<file path="config.mk">
export PLATFORM = sky130hd
export DESIGN_NAME = nonoverlapping_template_match_test_top
export DESIGN_NICKNAME = d
export VERILOG_FILES = /design/src/design/ntmt_pkg.sv /design/src/design/ntmt_front.sv /design/src/design/ntmt_queue.sv /design/src/design/ntmt_back.sv /design/src/design/nonoverlapping_template_match_test_top.sv
export SDC_FILE = /design/constraint.sdc
export NUM_CORES = 2
export LEC_CHECK = 0
export BUFFER_PORTS_ARGS = -buffer_cell sky130_fd_sc_hd__buf_2
export CAP_MARGIN = 40
export CORE_MARGIN = 2
export CORE_UTILIZATION = 45
export CTS_CLUSTER_DIAMETER = 60
export DETAILED_ROUTE_END_ITERATION = 8
export GPL_ROUTABILITY_DRIVEN = 0
export PLACE_DENSITY = 0.56
export SLEW_MARGIN = 15
export SYNTH_ARGS = -nofsm -noshare
export SYNTH_HDL_FRONTEND = slang
export SYNTH_SLANG_ARGS = --single-unit
</file>
<file path="constraint.sdc">
create_clock -name clock -period 24.6 [get_ports clock]
set_input_delay 6.15 -clock clock [delete_from_list [all_inputs] [get_ports clock]]
set_output_delay 6.15 -clock clock [all_outputs]
set_load 0.02 [all_outputs]
</file>
<file path="src/design/ntmt_pkg.sv">
// ----------------------------------------------------------------------------
// ntmt_pkg
// Shared types and constants of the non-overlapping template match test.
// ----------------------------------------------------------------------------
package ntmt_pkg;

   localparam int TEMPLATE_W  = 9;
   localparam int BLOCK_W     = 21;
   localparam int TOTAL_W     = 8;
   localparam int MEAN_W      = 36;
   localparam int IVAR_W      = 48;
   localparam int CSR_DATA_W  = 48;
   localparam int CSR_INDEX_W = 3;
   localparam int COUNT_W     = 20;
   localparam int CHI_W       = 48;

   localparam int QUEUE_AW    = 2;
   localparam int QUEUE_DEPTH = 1 << QUEUE_AW;

   localparam int CHUNK_W     = 24;
   localparam int MUL_A_W     = 72;
   localparam int MUL_B_W     = 48;
   localparam int PROD_W      = MUL_A_W + MUL_B_W;

   localparam logic [COUNT_W-1:0] COUNT_MAX = {COUNT_W{1'b1}};
   localparam logic [CHI_W-1:0]   CHI_MAX   = {CHI_W{1'b1}};

   typedef enum logic [CSR_INDEX_W-1:0] {
      CSR_TEMPLATE_BITS    = 3'd0,
      CSR_BLOCK_BYTES      = 3'd1,
      CSR_BLOCK_TOTAL      = 3'd2,
      CSR_EXPECTED_MEAN    = 3'd3,
      CSR_INVERSE_VARIANCE = 3'd4
   } csr_index_type;

   typedef struct packed {
      logic [TEMPLATE_W-1:0] template_bits;
      logic [BLOCK_W-1:0]    block_bytes;
      logic [TOTAL_W-1:0]    block_total;
   } front_cfg_type;

   typedef struct packed {
      logic [MEAN_W-1:0] expected_mean;
      logic [IVAR_W-1:0] inverse_variance;
   } back_cfg_type;

   typedef struct packed {
      logic [TOTAL_W-1:0] block_number;
      logic [COUNT_W-1:0] match_count;
      logic               last_block;
   } block_rec_type;

   typedef struct packed {
      logic empty;
      logic full;
   } queue_status_type;

   typedef enum logic [1:0] {
      BK_IDLE,
      BK_SQUARE,
      BK_SCALE,
      BK_EMIT
   } back_state_type;

endpackage

</file>
<file path="src/design/ntmt_front.sv">
// ----------------------------------------------------------------------------
// ntmt_front
// Takes stream words, scans their bits for the template and closes blocks.
// ----------------------------------------------------------------------------
module ntmt_front
   import ntmt_pkg::*;
#(
   parameter int TEMPLATE_LEN = 9
) (
   input  logic                    clock,
   input  logic                    reset,
   input  front_cfg_type           cfg,
   input  logic                    req_valid,
   output logic                    req_ready,
   input  logic [7:0]              req_data_byte,
   input  queue_status_type        q_status,
   output logic                    q_push,
   output block_rec_type           q_rec
);

   localparam int FILL_W = $clog2(TEMPLATE_LEN + 1);
   localparam logic [FILL_W-1:0] FILL_FULL = FILL_W'(TEMPLATE_LEN);

   logic [TEMPLATE_LEN-1:0] window_ff, window_in;
   logic [FILL_W-1:0]       fill_ff, fill_in;
   logic [COUNT_W-1:0]      matches_ff, matches_in;
   logic [BLOCK_W-1:0]      bytes_ff, bytes_in;
   logic [TOTAL_W-1:0]      block_ff, block_in;

   logic [TEMPLATE_LEN+TEMPLATE_W-1:0] tmpl_ext;
   logic [TEMPLATE_LEN-1:0]            tmpl;
   logic [TEMPLATE_LEN-1:0]            scan_window;
   logic [FILL_W-1:0]                  scan_fill;
   logic [COUNT_W-1:0]                 scan_matches;
   logic [BLOCK_W-1:0]                 bytes_next;
   logic                               block_end;
   logic                               last;
   logic                               accept;

   assign tmpl_ext = {{TEMPLATE_LEN{1'b0}}, cfg.template_bits};
   assign tmpl     = tmpl_ext[TEMPLATE_LEN-1:0];

   always_comb begin
      logic [TEMPLATE_LEN-1:0] w;
      logic [FILL_W-1:0]       f;
      logic [COUNT_W-1:0]      m;
      w = window_ff;
      f = fill_ff;
      m = matches_ff;
      for (int k = 7; k >= 0; k--) begin
         w = {w[TEMPLATE_LEN-2:0], req_data_byte[k]};
         if (f < FILL_FULL) begin
            f = f + FILL_W'(1);
         end
         if (f >= FILL_FULL) begin
            if (w == tmpl) begin
               if (m != COUNT_MAX) begin
                  m = m + COUNT_W'(1);
               end
               f = '0;
               w = '0;
            end else begin
               f = FILL_FULL;
            end
         end
      end
      scan_window  = w;
      scan_fill    = f;
      scan_matches = m;
   end

   assign bytes_next = bytes_ff + BLOCK_W'(1);
   assign block_end  = bytes_next >= cfg.block_bytes;
   assign last       = ({1'b0, block_ff} + 9'd1) >= {1'b0, cfg.block_total};

   // stall only a word that closes a block while the queue is full
   assign req_ready = !(block_end && q_status.full);
   assign accept    = req_valid && req_ready;

   assign q_push             = accept && block_end;
   assign q_rec.block_number = block_ff;
   assign q_rec.match_count  = scan_matches;
   assign q_rec.last_block   = last;

   always_comb begin
      window_in  = window_ff;
      fill_in    = fill_ff;
      matches_in = matches_ff;
      bytes_in   = bytes_ff;
      block_in   = block_ff;
      if (accept) begin
         if (block_end) begin
            window_in  = '0;
            fill_in    = '0;
            matches_in = '0;
            bytes_in   = '0;
            block_in   = last ? '0 : block_ff + TOTAL_W'(1);
         end else begin
            window_in  = scan_window;
            fill_in    = scan_fill;
            matches_in = scan_matches;
            bytes_in   = bytes_next;
         end
      end
   end

   always_ff @(posedge clock) begin
      if (reset) begin
         window_ff  <= '0;
         fill_ff    <= '0;
         matches_ff <= '0;
         bytes_ff   <= '0;
         block_ff   <= '0;
      end else begin
         window_ff  <= window_in;
         fill_ff    <= fill_in;
         matches_ff <= matches_in;
         bytes_ff   <= bytes_in;
         block_ff   <= block_in;
      end
   end

endmodule

</file>
<file path="src/design/ntmt_queue.sv">
// ----------------------------------------------------------------------------
// ntmt_queue
// Short queue of finished block records between front and back.
// ----------------------------------------------------------------------------
module ntmt_queue
   import ntmt_pkg::*;
(
   input  logic             clock,
   input  logic             reset,
   input  logic             push,
   input  block_rec_type    push_rec,
   input  logic             pop,
   output block_rec_type    pop_rec,
   output queue_status_type status
);

   block_rec_type         mem_ff [QUEUE_DEPTH];
   logic [QUEUE_AW-1:0]   wr_ptr_ff, wr_ptr_in;
   logic [QUEUE_AW-1:0]   rd_ptr_ff, rd_ptr_in;
   logic [QUEUE_AW:0]     count_ff, count_in;

   assign status.empty = count_ff == '0;
   assign status.full  = count_ff == (QUEUE_AW+1)'(QUEUE_DEPTH);
   assign pop_rec      = mem_ff[rd_ptr_ff];

   always_comb begin
      wr_ptr_in = push ? wr_ptr_ff + QUEUE_AW'(1) : wr_ptr_ff;
      rd_ptr_in = pop  ? rd_ptr_ff + QUEUE_AW'(1) : rd_ptr_ff;
      count_in  = count_ff;
      if (push && !pop) begin
         count_in = count_ff + (QUEUE_AW+1)'(1);
      end else if (pop && !push) begin
         count_in = count_ff - (QUEUE_AW+1)'(1);
      end
   end

   always_ff @(posedge clock) begin
      if (push) begin
         mem_ff[wr_ptr_ff] <= push_rec;
      end
   end

   always_ff @(posedge clock) begin
      if (reset) begin
         wr_ptr_ff <= '0;
         rd_ptr_ff <= '0;
         count_ff  <= '0;
      end else begin
         wr_ptr_ff <= wr_ptr_in;
         rd_ptr_ff <= rd_ptr_in;
         count_ff  <= count_in;
      end
   end

endmodule

</file>
<file path="src/design/ntmt_back.sv">
// ----------------------------------------------------------------------------
// ntmt_back
// Computes the chi-square term of each block, accumulates and drives results.
// ----------------------------------------------------------------------------
module ntmt_back
   import ntmt_pkg::*;
(
   input  logic               clock,
   input  logic               reset,
   input  back_cfg_type       cfg,
   input  queue_status_type   q_status,
   input  block_rec_type      q_rec,
   output logic               q_pop,
   output logic               rsp_valid,
   input  logic               rsp_ready,
   output logic [TOTAL_W-1:0] rsp_block_number,
   output logic [COUNT_W-1:0] rsp_match_count,
   output logic [CHI_W-1:0]   rsp_chi_square_sum,
   output logic               rsp_last_block
);

   back_state_type       state_ff, state_in;
   block_rec_type        rec_ff;
   logic [MUL_A_W-1:0]   a_ff;
   logic [MUL_B_W-1:0]   b_ff;
   logic [PROD_W-1:0]    prod_ff;
   logic [2*CHUNK_W-1:0] pp_ff;
   logic [1:0]           ia_ff;
   logic                 jb_ff;
   logic                 phase_ff;
   logic [CHI_W-1:0]     acc_ff;
   logic                 rsp_valid_ff;
   logic [TOTAL_W-1:0]   out_block_ff;
   logic [COUNT_W-1:0]   out_count_ff;
   logic [CHI_W-1:0]     out_chi_ff;
   logic                 out_last_ff;

   logic [MEAN_W-1:0]    count_q;
   logic [MEAN_W-1:0]    diff;
   logic [CHUNK_W-1:0]   a_chunk;
   logic [CHUNK_W-1:0]   b_chunk;
   logic [2:0]           pos;
   logic [PROD_W-1:0]    pp_shifted;
   logic [PROD_W-1:0]    prod_sum;
   logic                 mul_busy;
   logic                 mul_last;
   logic [CHI_W-1:0]     term;
   logic [CHI_W:0]       acc_wide;
   logic [CHI_W-1:0]     acc_sat;
   logic                 out_free;
   logic                 out_load;

   assign count_q = {q_rec.match_count, 16'h0000};
   assign diff    = (count_q >= cfg.expected_mean) ? count_q - cfg.expected_mean
                                                   : cfg.expected_mean - count_q;

   always_comb begin
      unique case (ia_ff)
         2'd0:    a_chunk = a_ff[CHUNK_W-1:0];
         2'd1:    a_chunk = a_ff[2*CHUNK_W-1:CHUNK_W];
         default: a_chunk = a_ff[3*CHUNK_W-1:2*CHUNK_W];
      endcase
      b_chunk = jb_ff ? b_ff[2*CHUNK_W-1:CHUNK_W] : b_ff[CHUNK_W-1:0];
   end

   assign pos = {1'b0, ia_ff} + {2'b00, jb_ff};

   always_comb begin
      unique case (pos)
         3'd0:    pp_shifted = PROD_W'(pp_ff);
         3'd1:    pp_shifted = PROD_W'(pp_ff) << CHUNK_W;
         3'd2:    pp_shifted = PROD_W'(pp_ff) << (2*CHUNK_W);
         3'd3:    pp_shifted = PROD_W'(pp_ff) << (3*CHUNK_W);
         default: pp_shifted = PROD_W'(pp_ff) << (4*CHUNK_W);
      endcase
   end

   assign prod_sum = prod_ff + pp_shifted;
   assign mul_busy = (state_ff == BK_SQUARE) || (state_ff == BK_SCALE);
   assign mul_last = phase_ff && (ia_ff == 2'd2) && jb_ff;

   assign term     = (prod_ff[PROD_W-1:96] != '0) ? CHI_MAX : prod_ff[95:48];
   assign acc_wide = {1'b0, acc_ff} + {1'b0, term};
   assign acc_sat  = acc_wide[CHI_W] ? CHI_MAX : acc_wide[CHI_W-1:0];
   assign out_free = !rsp_valid_ff || rsp_ready;

   always_comb begin
      state_in = state_ff;
      unique case (state_ff)
         BK_IDLE:   if (!q_status.empty) state_in = BK_SQUARE;
         BK_SQUARE: if (mul_last) state_in = BK_SCALE;
         BK_SCALE:  if (mul_last) state_in = BK_EMIT;
         BK_EMIT:   if (out_free) state_in = BK_IDLE;
         default:   state_in = BK_IDLE;
      endcase
   end

   always_comb begin
      q_pop    = 1'b0;
      out_load = 1'b0;
      unique case (state_ff)
         BK_IDLE:   q_pop = !q_status.empty;
         BK_SQUARE: ;
         BK_SCALE:  ;
         BK_EMIT:   out_load = out_free;
         default:   ;
      endcase
   end

   always_ff @(posedge clock) begin
      if (q_pop) begin
         rec_ff  <= q_rec;
         a_ff    <= MUL_A_W'(diff);
         b_ff    <= MUL_B_W'(diff);
         prod_ff <= '0;
      end else if (mul_busy) begin
         if (!phase_ff) begin
            pp_ff <= a_chunk * b_chunk;
         end else if (mul_last && state_ff == BK_SQUARE) begin
            a_ff    <= prod_sum[MUL_A_W-1:0];
            b_ff    <= cfg.inverse_variance;
            prod_ff <= '0;
         end else begin
            prod_ff <= prod_sum;
         end
      end
      if (out_load) begin
         out_block_ff <= rec_ff.block_number;
         out_count_ff <= rec_ff.match_count;
         out_chi_ff   <= acc_sat;
         out_last_ff  <= rec_ff.last_block;
      end
   end

   always_ff @(posedge clock) begin
      if (reset) begin
         state_ff     <= BK_IDLE;
         ia_ff        <= '0;
         jb_ff        <= 1'b0;
         phase_ff     <= 1'b0;
         acc_ff       <= '0;
         rsp_valid_ff <= 1'b0;
      end else begin
         state_ff <= state_in;
         if (q_pop) begin
            ia_ff    <= '0;
            jb_ff    <= 1'b0;
            phase_ff <= 1'b0;
         end else if (mul_busy) begin
            phase_ff <= !phase_ff;
            if (phase_ff) begin
               if (ia_ff == 2'd2) begin
                  ia_ff <= '0;
                  jb_ff <= !jb_ff;
               end else begin
                  ia_ff <= ia_ff + 2'd1;
               end
            end
         end
         if (out_load) begin
            acc_ff       <= rec_ff.last_block ? '0 : acc_sat;
            rsp_valid_ff <= 1'b1;
         end else if (rsp_ready) begin
            rsp_valid_ff <= 1'b0;
         end
      end
   end

   assign rsp_valid          = rsp_valid_ff;
   assign rsp_block_number   = out_block_ff;
   assign rsp_match_count    = out_count_ff;
   assign rsp_chi_square_sum = out_chi_ff;
   assign rsp_last_block     = out_last_ff;

`ifndef NO_ASSERTIONS
   a_rise_from_emit: assert property (@(posedge clock) disable iff (reset)
      $rose(rsp_valid_ff) |-> $past(state_ff) == BK_EMIT)
      else $error("result raised outside emit");

   a_chunk_range: assert property (@(posedge clock) disable iff (reset)
      ia_ff != 2'd3)
      else $error("multiplier chunk index out of range");

   a_phase_toggle: assert property (@(posedge clock) disable iff (reset)
      mul_busy && !phase_ff |=> phase_ff)
      else $error("multiply step skipped its add phase");

   a_run_clear: assert property (@(posedge clock) disable iff (reset)
      out_load && rec_ff.last_block |=> acc_ff == '0)
      else $error("chi sum not cleared after last block");
`endif

endmodule

</file>
<file path="src/design/nonoverlapping_template_match_test_top.sv">
// ----------------------------------------------------------------------------
// nonoverlapping_template_match_test_top
// Non-overlapping template match health test with chi-square accumulation.
// ----------------------------------------------------------------------------
//  channel | direction | handshake              | payload
//  req     | in        | req_valid / req_ready  | req_data_byte
//  rsp     | out       | rsp_valid / rsp_ready  | block number, count, chi sum, last
//  csr     | in        | csr_write_enable       | csr_index, csr_write_data
//
//  Unless stalled, one word is taken per cycle; all eight bits are scanned at once.
//  Each block end is worked through in the chi unit (one 24x24 multiplier,
//  six partial products per multiply, two multiplies).
//  A four-record queue lets blocks close while the chi unit is busy; the
//  front stalls only a block-closing word when that queue is full.
//  Synchronous reset restores register defaults; no clearing pass follows.
// ----------------------------------------------------------------------------
module nonoverlapping_template_match_test_top
   import ntmt_pkg::*;
#(
   parameter int TEMPLATE_LEN = 9
) (
   input  logic                   clock,
   input  logic                   reset,
   input  logic                   req_valid,
   output logic                   req_ready,
   input  logic [7:0]             req_data_byte,
   output logic                   rsp_valid,
   input  logic                   rsp_ready,
   output logic [TOTAL_W-1:0]     rsp_block_number,
   output logic [COUNT_W-1:0]     rsp_match_count,
   output logic [CHI_W-1:0]       rsp_chi_square_sum,
   output logic                   rsp_last_block,
   input  logic                   csr_write_enable,
   input  logic [CSR_INDEX_W-1:0] csr_index,
   input  logic [CSR_DATA_W-1:0]  csr_write_data
);

   front_cfg_type    front_cfg_ff;
   back_cfg_type     back_cfg_ff;
   queue_status_type q_status;
   block_rec_type    push_rec;
   block_rec_type    pop_rec;
   logic             q_push;
   logic             q_pop;

   always_ff @(posedge clock) begin
      if (reset) begin
         front_cfg_ff.template_bits <= TEMPLATE_W'(273);
         front_cfg_ff.block_bytes   <= BLOCK_W'(1024);
         front_cfg_ff.block_total   <= TOTAL_W'(10);
         back_cfg_ff.expected_mean  <= '0;
         back_cfg_ff.inverse_variance <= '0;
      end else if (csr_write_enable) begin
         unique case (csr_index)
            CSR_TEMPLATE_BITS:
               front_cfg_ff.template_bits <= csr_write_data[TEMPLATE_W-1:0];
            CSR_BLOCK_BYTES:
               front_cfg_ff.block_bytes <= csr_write_data[BLOCK_W-1:0];
            CSR_BLOCK_TOTAL:
               front_cfg_ff.block_total <= csr_write_data[TOTAL_W-1:0];
            CSR_EXPECTED_MEAN:
               back_cfg_ff.expected_mean <= csr_write_data[MEAN_W-1:0];
            CSR_INVERSE_VARIANCE:
               back_cfg_ff.inverse_variance <= csr_write_data[IVAR_W-1:0];
            default: ;
         endcase
      end
   end

   ntmt_front #(
      .TEMPLATE_LEN(TEMPLATE_LEN)
   ) u_front (
      .clock         (clock),
      .reset         (reset),
      .cfg           (front_cfg_ff),
      .req_valid     (req_valid),
      .req_ready     (req_ready),
      .req_data_byte (req_data_byte),
      .q_status      (q_status),
      .q_push        (q_push),
      .q_rec         (push_rec)
   );

   ntmt_queue u_queue (
      .clock    (clock),
      .reset    (reset),
      .push     (q_push),
      .push_rec (push_rec),
      .pop      (q_pop),
      .pop_rec  (pop_rec),
      .status   (q_status)
   );

   ntmt_back u_back (
      .clock              (clock),
      .reset              (reset),
      .cfg                (back_cfg_ff),
      .q_status           (q_status),
      .q_rec              (pop_rec),
      .q_pop              (q_pop),
      .rsp_valid          (rsp_valid),
      .rsp_ready          (rsp_ready),
      .rsp_block_number   (rsp_block_number),
      .rsp_match_count    (rsp_match_count),
      .rsp_chi_square_sum (rsp_chi_square_sum),
      .rsp_last_block     (rsp_last_block)
   );

endmodule

</file>
==> impl_results.rst <==
.. list-table::
   :header-rows: 1

   * - Metric
     - Value
   * - Total clock sinks
     - 757
   * - Initial antenna violation count
     - 8
   * - Total Die Area
     - 151500 sq um
   * - Clock period minus final worst setup slack
     - 20.18 ns
   * - Required time reported for the critical path endpoint
     - 25.05 ns
   * - Tot GR Track Use
     - 28.52%
   * - Post-synth EDFFs
     - 342
   * - Kind of path behind the tightest hold check
     - flip-flop to flip-flop
   * - Flops & latches, synth
     - 757
   * - Maximum root-to-sink buffer count
     - 3
   * - Final hold violation count
     - 0
   * - Kind of launch point of the worst setup path
     - input pin
   * - Final total negative setup slack
     - 0 ns
   * - Congestion Overflow GR
     - 0
   * - Post-route DRC
     - 0
   * - Register cell area after layout
     - 18580 sq um
   * - Die width
     - 389.3 um
   * - Slowest cell on crit path
     - sky130_fd_sc_hd__a21oi_1
   * - Wire length of the first global-routing pass
     - 332700 um
   * - Share of the clock period used by the worst path after layout
     - 82.02%
   * - Number of instances in the synthesized netlist
     - 7532
   * - Fmax
     - 0.04956 GHz
   * - Area of the placeable core
     - 147500 sq um
   * - Detail-routed net length per standard cell
     - 22.91 um
   * - Vias in the first global route
     - 54660
   * - Area occupied by multi-input gates
     - 44180 sq um
   * - Initial core utilization
     - 45.29%
   * - Number of hold buffers added after CTS
     - 0
   * - Post-CTS setup buffers
     - 0
   * - Post-cts sizing count
     - 0
   * - Clock buffer count from CTS
     - 92
   * - Least-Margin Pin Slew
     - 0.9317 ns
   * - Synthesized area per cell
     - 8.868 sq um
   * - Normalized max-slew margin
     - 36.28%
   * - Maxcap violations
     - 0
   * - Most common cell in the netlist
     - sky130_fd_sc_hd__nand2_1
   * - Outcome
     - finished, final reports clean
   * - First DRT Iteration DRCs
     - 4538
   * - Largest net degree at the start of global routing
     - 110
   * - Clock latency of the later-clocked register in the worst-skew pair
     - 0.73 ns
   * - Sequential cell area fraction in the yosys report
     - 27.81%
   * - Critical path endpoint
     - u_queue.mem_ff[0][15]
   * - Total vias in the final route
     - 55720
   * - Fraction of post-synthesis cell area in the top cell type by area
     - 15.38%
   * - Kind of end point of the critical path
     - flip-flop
   * - CTS tree
     - done
   * - Die height
     - 389.3 um
   * - Largest driver fanout on the critical path
     - 18
   * - Leading cell types by count after synthesis
     - sky130_fd_sc_hd__nand2_1, sky130_fd_sc_hd__inv_1, sky130_fd_sc_hd__nor2_1
   * - CTS H-tree lvls
     - 3
   * - Port-buffer cells
     - 142
   * - R2r worst-path depth
     - 57
   * - Cell occurring most often along the worst timing path
     - sky130_fd_sc_hd__ha_1
   * - Count of fill cells added during filler insertion
     - 14130
   * - Total wire length after detailed routing
     - 218200 um
   * - Yosys top cell by area
     - sky130_fd_sc_hd__edfxtp_1
   * - Vias per cell
     - 5.852
   * - R2r startpoint
     - u_front.fill_ff[0]
   * - Register-to-register setup slack
     - 8.68 ns
   * - CP Class
     - input pin to flip-flop
   * - Syn Std Cell Area
     - 66790 sq um
   * - Antenna Nets Post-Route
     - 0
   * - Count of unique library cells instantiated by Yosys
     - 128
   * - Post-route clock skew
     - 0.07506 ns
   * - Terminus of the critical flop-to-flop path
     - u_queue.mem_ff[0][15]
   * - Area Overhead vs Synth
     - 8.855%
   * - Total count of max-transition violations in the final report
     - 0
   * - Syn. warnings
     - 0
   * - Detailed-router iteration count before antenna repair
     - 6
   * - Setup repair after global routing missed its margin
     - false
   * - Share of final-layout standard cells stronger than drive strength 1
     - 8.367%
   * - Placed wire-length estimate
     - 165100 um
   * - Fin util
     - 49.30%
   * - Setup-failing EPs final
     - 0
   * - Startpoint of the most critical setup path
     - req_data_byte[7]
   * - Net count of the mapped netlist
     - 8528
   * - Top post-synthesis cells by area
     - sky130_fd_sc_hd__edfxtp_1, sky130_fd_sc_hd__fa_1, sky130_fd_sc_hd__dfxtp_1
   * - Boundary pin count
     - 143
   * - Arrival @ worst endpoint
     - 20.63 ns
   * - Share of flip-flops with an asynchronous set or reset after synthesis
     - 0%
   * - Root buffer cell
     - sky130_fd_sc_hd__clkbuf_16
   * - Layout Nets
     - 8506
   * - Slowest stage delay, CP
     - 0.72 ns
   * - Row count
     - 141
   * - Main synth FF type
     - sky130_fd_sc_hd__dfxtp_1
   * - Register clock-pin slew on the reported worst setup and hold paths
     - 0.06 ns
[worst min path at each step]
| stage | startpoint | end | slack, ns | cells past startpoint |
|---|---|---|---|---|
| 3_5_place_dp | u_back.rec_ff[14] | u_back.rsp_match_count[13] | 0.41 | 0 |
| 3_3_place_gp | u_back.rec_ff[14] | u_back.rsp_match_count[13] | 0.40 | 0 |
| 4_1_cts | u_back.rec_ff[9] | u_back.rsp_match_count[8] | 0.41 | 0 |
| 5_1_grt | u_back.rec_ff[9] | u_back.rsp_match_count[8] | 0.42 | 0 |
| 2_1_floorplan | u_back.rec_ff[21] | u_back.rsp_block_number[0] | 0.40 | 0 |
| 6_report | u_back.rec_ff[9] | u_back.rsp_match_count[8] | 0.42 | 0 |
[metrics by stage]
| step | area (sq um) | hold WS [ns] | setup slack, ns | instances |
|---|---|---|---|---|
| floorplan | 66790 | 0.4003 | 6.036 | 7532 |
| global placement | 69260 | 0.4018 | 3.679 | 9327 |
| detailed placement | 69520 | 0.4056 | 3.747 | 9343 |
| CTS | 72680 | 0.4051 | 4.439 | 9516 |
| global route | 72700 | 0.4191 | 3.234 | 9520 |
| finish | 72710 | 0.4185 | 4.423 | 9521 |
[metal layers]
metal  vias up  global-route usage (%)  part of all wire (%)
met4         2                   13.83                   5.4
met2      1963                   47.04                    47
met3       436                   3.896                   6.5
met5         -                       0                0.0073
li1      26020                       -                     -
met1     27300                   36.88                    41
[cells in the final DEF (no fill, tap or decap), types with 17 or more instances in the layout]
| cell type | instances |
|---|---|
| sky130_fd_sc_hd__a211oi_1 | 37 |
| sky130_fd_sc_hd__a21o_1 | 165 |
| sky130_fd_sc_hd__a21oi_1 | 516 |
| sky130_fd_sc_hd__a22o_1 | 153 |
| sky130_fd_sc_hd__a22oi_1 | 100 |
| sky130_fd_sc_hd__a31o_2 | 17 |
| sky130_fd_sc_hd__a31oi_1 | 48 |
| sky130_fd_sc_hd__and2_1 | 100 |
| sky130_fd_sc_hd__and3_1 | 55 |
| sky130_fd_sc_hd__and4_1 | 17 |
| sky130_fd_sc_hd__buf_2 | 142 |
| sky130_fd_sc_hd__buf_4 | 104 |
| sky130_fd_sc_hd__clkbuf_16 | 95 |
| sky130_fd_sc_hd__dfxtp_1 | 412 |
| sky130_fd_sc_hd__edfxtp_1 | 342 |
| sky130_fd_sc_hd__fa_1 | 486 |
| sky130_fd_sc_hd__ha_1 | 446 |
| sky130_fd_sc_hd__inv_1 | 694 |
| sky130_fd_sc_hd__mux2_2 | 43 |
| sky130_fd_sc_hd__mux2i_1 | 72 |
| sky130_fd_sc_hd__mux4_2 | 29 |
| sky130_fd_sc_hd__nand2_1 | 1080 |
| sky130_fd_sc_hd__nand2b_1 | 89 |
| sky130_fd_sc_hd__nand3_1 | 144 |
| sky130_fd_sc_hd__nand4_1 | 57 |
| sky130_fd_sc_hd__nor2_1 | 562 |
| sky130_fd_sc_hd__nor2b_1 | 47 |
| sky130_fd_sc_hd__nor3_1 | 99 |
| sky130_fd_sc_hd__nor4_1 | 48 |
| sky130_fd_sc_hd__o211ai_1 | 36 |
| sky130_fd_sc_hd__o21a_1 | 55 |
| sky130_fd_sc_hd__o21ai_0 | 191 |
| sky130_fd_sc_hd__o21ai_1 | 25 |
| sky130_fd_sc_hd__o21bai_1 | 87 |
| sky130_fd_sc_hd__o31ai_1 | 32 |
| sky130_fd_sc_hd__or2_2 | 42 |
| sky130_fd_sc_hd__or3_1 | 87 |
| sky130_fd_sc_hd__xnor2_1 | 259 |
| sky130_fd_sc_hd__xor2_1 | 129 |
[registers in the layout (all words and copies together), names as in the netlist, 3 cells and up, named ones only]
register / count
u_back.rsp_block_number: 8
u_back.rsp_match_count: 20
u_front.matches_ff: 20
u_queue.count_ff: 3
u_back.prod_ff: 120
u_queue.mem_ff: 116
front_cfg_ff: 38
u_front.fill_ff: 4
u_back.b_ff: 48
u_back.pp_ff: 48
u_back.a_ff: 72
u_front.block_ff: 8
u_back.acc_ff: 48
u_back.rec_ff: 29
u_front.window_ff: 8
u_front.bytes_ff: 21
u_back.rsp_chi_square_sum: 48
back_cfg_ff: 84
[worst max-delay path, delay by kind of cell]
family / cells / cell delay (ns)
fa+ha+maj: 7 / 2.02
mux: 1 / 0.46
xor+xnor: 6 / 1.63
compound gates: 14 / 4.08
simple gates: 18 / 4.65
buf+inv: 10 / 1.58
[cells by family (layout without fill, tap and decap cells)]
logic type                 Yosys count  count (layout)  synth area share [%]
xor gates and xnor gates           396             396                 5.283
AOI/OAI and AO/OA                 1677            1677                 17.10
DFF                                757             757                 27.81
muxes                              149             149                 2.857
adders and majority gates          932             932                 22.92
buffers and inverters             1074            1131                 6.208
other                                0               2                     0
and+or+nand+nor                   2547            2547                 17.82
[final cells by class]
cell class / instances / share of cell area (%)
Antenna cell: 2 / 0.006883
Timing Repair Buffer: 259 / 2.382
Tap cell: 1930 / 3.321
Multi-Input combinational cell: 5701 / 60.76
Clock buffer: 115 / 3.442
Clock inverter: 58 / 0.9069
Inverter: 699 / 3.621
Sequential cell: 757 / 25.56
Power is left out: the tool's default activity adds up to more than one toggle a clock period on the data nets, which glitch-free logic cannot reach.
